==> config.mk <==
export PLATFORM = sky130hd
export DESIGN_NAME = pli_div
export DESIGN_NICKNAME = d
export VERILOG_FILES = /design/src/rtl/pli_pkg.sv /design/src/rtl/pli_div.sv
export SDC_FILE = /design/constraint.sdc
export NUM_CORES = 1
export LEC_CHECK = 0
export ABC_AREA = 1
export BUFFER_PORTS_ARGS = -buffer_cell sky130_fd_sc_hd__buf_4
export CORE_ASPECT_RATIO = 1.4
export CORE_UTILIZATION = 60
export DETAILED_ROUTE_END_ITERATION = 6
export PLACE_DENSITY = 0.91
export SETUP_SLACK_MARGIN = 0.2
export SLEW_MARGIN = 20
export SYNTH_ARGS = -nofsm -noshare
export SYNTH_HDL_FRONTEND = slang
export SYNTH_SLANG_ARGS = --single-unit
==> constraint.sdc <==
create_clock -name clk -period 4.87 [get_ports clk]
set_clock_uncertainty 0.2 [all_clocks]
set_input_delay 0.487 -clock clk [delete_from_list [all_inputs] [get_ports clk]]
set_output_delay 0.487 -clock clk [all_outputs]
set_load 0.1 [all_outputs]
==> src/rtl/pli_pkg.sv <==
// Shared types and constants for the piecewise linear interpolator.
`timescale 1ns / 1ps

package pli_pkg;

	localparam int unsigned VAL_W    = 32;
	localparam int unsigned PROD_W   = 2 * VAL_W;
	localparam int unsigned IDX_W    = 6;
	localparam int unsigned CNT_W    = 7;
	localparam int unsigned REGION_W = 2;
	localparam int unsigned S_DATA_W = 104;
	localparam int unsigned M_DATA_W = 32;

	localparam logic CMD_LOAD  = 1'b0;
	localparam logic CMD_QUERY = 1'b1;

	localparam logic [REGION_W-1:0] REGION_INTERIOR = 2'd0;
	localparam logic [REGION_W-1:0] REGION_BELOW    = 2'd1;
	localparam logic [REGION_W-1:0] REGION_ABOVE    = 2'd2;

	typedef enum logic [3:0] {
		ST_IDLE,
		ST_LO,
		ST_HI,
		ST_SCAN,
		ST_DIFF,
		ST_MUL,
		ST_DSTART,
		ST_DIV,
		ST_FIN,
		ST_OUT
	} state_t;

endpackage

==> src/rtl/pli_div.sv <==
// Restoring divider, one quotient bit per cycle, 64 / 32 with a 32-bit quotient.
`timescale 1ns / 1ps

module pli_div
	import pli_pkg::*;
(
	input  logic                clk,
	input  logic                arst_n,
	input  logic                start,
	input  logic [PROD_W-1:0]   dividend,
	input  logic [VAL_W-1:0]    divisor,
	output logic                done,
	output logic [VAL_W-1:0]    quotient
);

	localparam int unsigned STEP_W = $clog2(VAL_W);

	logic              busy_q;
	logic              done_q;
	logic [STEP_W-1:0] cnt_q;
	logic [VAL_W-1:0]  rem_q;
	logic [VAL_W-1:0]  sh_q;

	logic [VAL_W:0]    trial;
	logic [VAL_W+1:0]  diff;
	logic              ge;

	// high half of the dividend is below the divisor, so the remainder fits 32 bits
	assign trial = {rem_q, sh_q[VAL_W-1]};
	assign diff  = {1'b0, trial} - {2'b00, divisor};
	assign ge    = ~diff[VAL_W+1];

	always_ff @(posedge clk or negedge arst_n) begin
		if (!arst_n) begin
			busy_q <= 1'b0;
			done_q <= 1'b0;
			cnt_q  <= '0;
		end else begin
			done_q <= 1'b0;
			if (start) begin
				busy_q <= 1'b1;
				cnt_q  <= '0;
			end else if (busy_q) begin
				cnt_q <= cnt_q + STEP_W'(1);
				if (cnt_q == STEP_W'(VAL_W - 1)) begin
					busy_q <= 1'b0;
					done_q <= 1'b1;
				end
			end
		end
	end

	always_ff @(posedge clk) begin
		if (start) begin
			rem_q <= dividend[PROD_W-1:VAL_W];
			sh_q  <= dividend[VAL_W-1:0];
		end else if (busy_q) begin
			rem_q <= ge ? diff[VAL_W-1:0] : trial[VAL_W-1:0];
			sh_q  <= {sh_q[VAL_W-2:0], ge};
		end
	end

	assign done     = done_q;
	assign quotient = sh_q;

endmodule

==> flow_summary.ini <==
[run_status]
outcome = completed

[clock_tree]
cts_resized = 0
cts_buffers = 9
tritoncts = yes
root_buffer = clkbuf_16
cts.sinks = 71
htreeDepth = 3
clockBufferDepth = 2
clk_latency_ps = 340
path_clk_slew_ps = 60

[power]
peakVddDrop_v = 0.000418
totalPowerFinal_mw = 4.05
net-switching-power_mw = 1.98
sw_frac_of_total_pct = 49.0
p_per_area_nw_per_um2 = 541
seq_power_share_pct = 25.0
clkPwrFrac_pct = 14.5
power_leakage_nw = 4.28
power_frac_comb_pct = 60.5
internal_power_mw = 2.06

[critical_path]
path_cells = ha_1 -> nand2_1 -> inv_2 -> nand2_1 -> nand2_1 -> a21oi_4 -> nor2_4 -> nor2_8 -> nand2_8 -> nand2_2 -> nand2_1 -> nand2_1 -> nand2_1
r2r_slack_ps = 2030
path_common_cell = nand2_1
critical_path_class = register to register
cp_slowest_cell = edfxtp_1
crit-reg2reg-capture = rem_q[18]
crit_required_ps = 4760
arrival_ps = 2730
slowest_delay_ps = 460
end_kind = register
r2r_start = rem_q[19]
reg2reg_depth = 13
startpoint_type = register
crit_path_max_fanout = 33

[synth]
ys_ff_latch = 71
ys_seq_area_share_pct = 34.1
yosysTopAreaCell = edfxtp_1
synth_area_leaders = edfxtp_1 31%, nand2_1 27%, inv_1 9.5%, ha_1 6.9%, nand3_1 5.2%
yosysMostFrequentCell = nand2_1
avgSynthCellArea_um2 = 6.55
syn_area_um2 = 6160
synth_ff_type = edfxtp_1
synth_top_area_share_pct = 31.2
synthArstFlopShare_pct = 9.86
synth_nets = 1074
synth_cell_types = 38
netlist_top_cells_count = 440 x nand2_1, 156 x inv_1, 64 x edfxtp_1, 64 x nand3_1, 42 x nor2_1
yosysWarningCount = 0
syn_inst = 940
synth_edf_count = 64

[min_path]
worstHoldStart = dividend[27]
hold_depth = 3
holdCritPathClass = input pin to register
holdPathEnd = quotient[27]

[layout]
diodes = 0
fin_util_pct = 75.2
fin_area_um2 = 7490
final_nets = 1198
fin_cells = 1204
syn_to_final_growth_pct = 21.6
drive_gt1_share_pct = 16.6
fillCellCount = 730

[timing]
fin_hold_ws_ps = 217
setup_slack_ps = 2030
max_slew.worst_pin.slew_ps = 660
rsz0062_at_grt = no
slew_violations = 0
maxSlewHeadroom_pct = 56.0
finalCritPeriodShare_pct = 58.3
fin_crit_ps = 2840
setup_viol = 0
hold_viol = 0
fmaxAchievable_mhz = 352
tns_ps = 0

[floorplan]
die_y_um = 122
core-area_um2 = 9950
die_area_um2 = 10700
placementRows = 43
die_x_um = 87.6
num_io_pins = 132
start_util_pct = 61.9

[detailed_routing]
wirelength_mm = 16.9
routed_via_density = 5.20
dr.first_iter.drc_count = 513
drc = 0
firstDrtPassIters = 6
ant_nets = 0
vias = 6256
avgRoutedWirePerCell_um = 14.1

[global_routing]
grt_overflow = 0
grt_pass1_vias = 5962
grt_pass1_wl_mm = 27.5
grt_usage_pct = 34.1
antenna_found_initial = 0
grt_max_degree = 70

[placement]
io_buffers = 131
dpl_cell_area_um2 = 7210
dp_cells = 1187
gp_congestion = 0.984
place_hpwl_mm = 13.1
dpl_worst_slack_ps = 1900

[flow_run]
drv_cap = 0
## timing repair
item	in CTS	in global routing
hold buffers	1	0
endpoints found under the hold margin	7	0
setup buffers	0	0
setup endpoints to repair	0	0
## cell usage in the layout, fill, tap and decap left out, types with 2 or more instances in the layout
| master | synthesis | routed |
|---|---|---|
| nand4_1 | 10 | 10 |
| clkinvlp_4 | 0 | 3 |
| nor4_1 | 2 | 2 |
| o21ai_0 | 2 | 2 |
| and2_1 | 2 | 2 |
| clkinv_2 | 0 | 2 |
| ha_1 | 34 | 34 |
| a21oi_1 | 16 | 16 |
| nor2_4 | 2 | 2 |
| nor2_1 | 42 | 42 |
| nand3_1 | 64 | 64 |
| nand2_2 | 8 | 9 |
| nand3b_1 | 22 | 22 |
| inv_1 | 156 | 156 |
| o21bai_1 | 2 | 2 |
| xnor2_1 | 13 | 13 |
| clkbuf_16 | 0 | 9 |
| nor3_2 | 2 | 2 |
| clkinv_1 | 1 | 2 |
| nand2_1 | 440 | 439 |
| inv_2 | 6 | 7 |
| buf_4 | 4 | 134 |
| edfxtp_1 | 64 | 64 |
| nand3_2 | 2 | 2 |
| nor3_1 | 8 | 8 |
| xor2_1 | 2 | 2 |
| nor2_2 | 2 | 2 |
| dfrtp_1 | 7 | 7 |
## cells by family after synthesis
group,after synthesis,synth area share (%)
simple gates,609,42.2
flops,71,34.1
fa+ha+maj,35,7.23
buf+inv,185,11.9
compound gates,25,2.42
xor+xnor,15,2.13
## power groups by stage
stage               combinational (mW)  sequential, mW  clock [mW]
floorplan                         1.74            1.15           0
global placement                  2.35            1.01           0
detailed placement                2.38            1.01           0
CTS                               2.41            1.00       0.587
global route                      2.74            1.02       0.609
finish                            2.45            1.01       0.588
## sequential cells by signal, summed over array words and instances (netlist names)
signal and flops:
done 1, quotient 32, busy_q 1, cnt_q 5, rem_q 32
## worst max-delay path by stage
stage                           start           to
after floorplan                 start  quotient[0]
after global placement    divisor[30]    rem_q[31]
after detailed placement  divisor[30]    rem_q[20]
after CTS                   rem_q[22]    rem_q[27]
after global routing        rem_q[29]    rem_q[27]
final                       rem_q[19]    rem_q[18]
## cell type report
type	instances	area, µm²	share of cell area (%)
Timing Repair Buffer	135	1020	13.6
Inverter	163	612	8.17
Sequential cell	71	2100	28.0
Clock inverter	7	40.0	0.535
Multi-Input combinational cell	684	3330	44.4
Tap cell	135	169	2.26
Clock buffer	9	225	3.01
## layer usage
layer  GRT usage [%]  wire (µm)  vias to the layer above  part of all wire (%)
li1                -          -                     3168                     -
met1            41.1       6710                     2730                    40
met2            58.6       8270                      303                    49
met3            5.89       1260                       55                   7.5
met4            15.8        688                        0                   4.1
met5               0          0                        -                     0
## worst max-delay path: cells and delay by family, from the launching register on
| kind | cells | cell delay (ps) |
|---|---|---|
| AOI/OAI and AO/OA | 1 | 190 |
| adders and majority gates | 1 | 380 |
| buffers and inverters | 1 | 40 |
| DFF | 1 | 460 |
| and+or+nand+nor | 10 | 1310 |
Note: power is estimated with default switching activity, not from simulation.
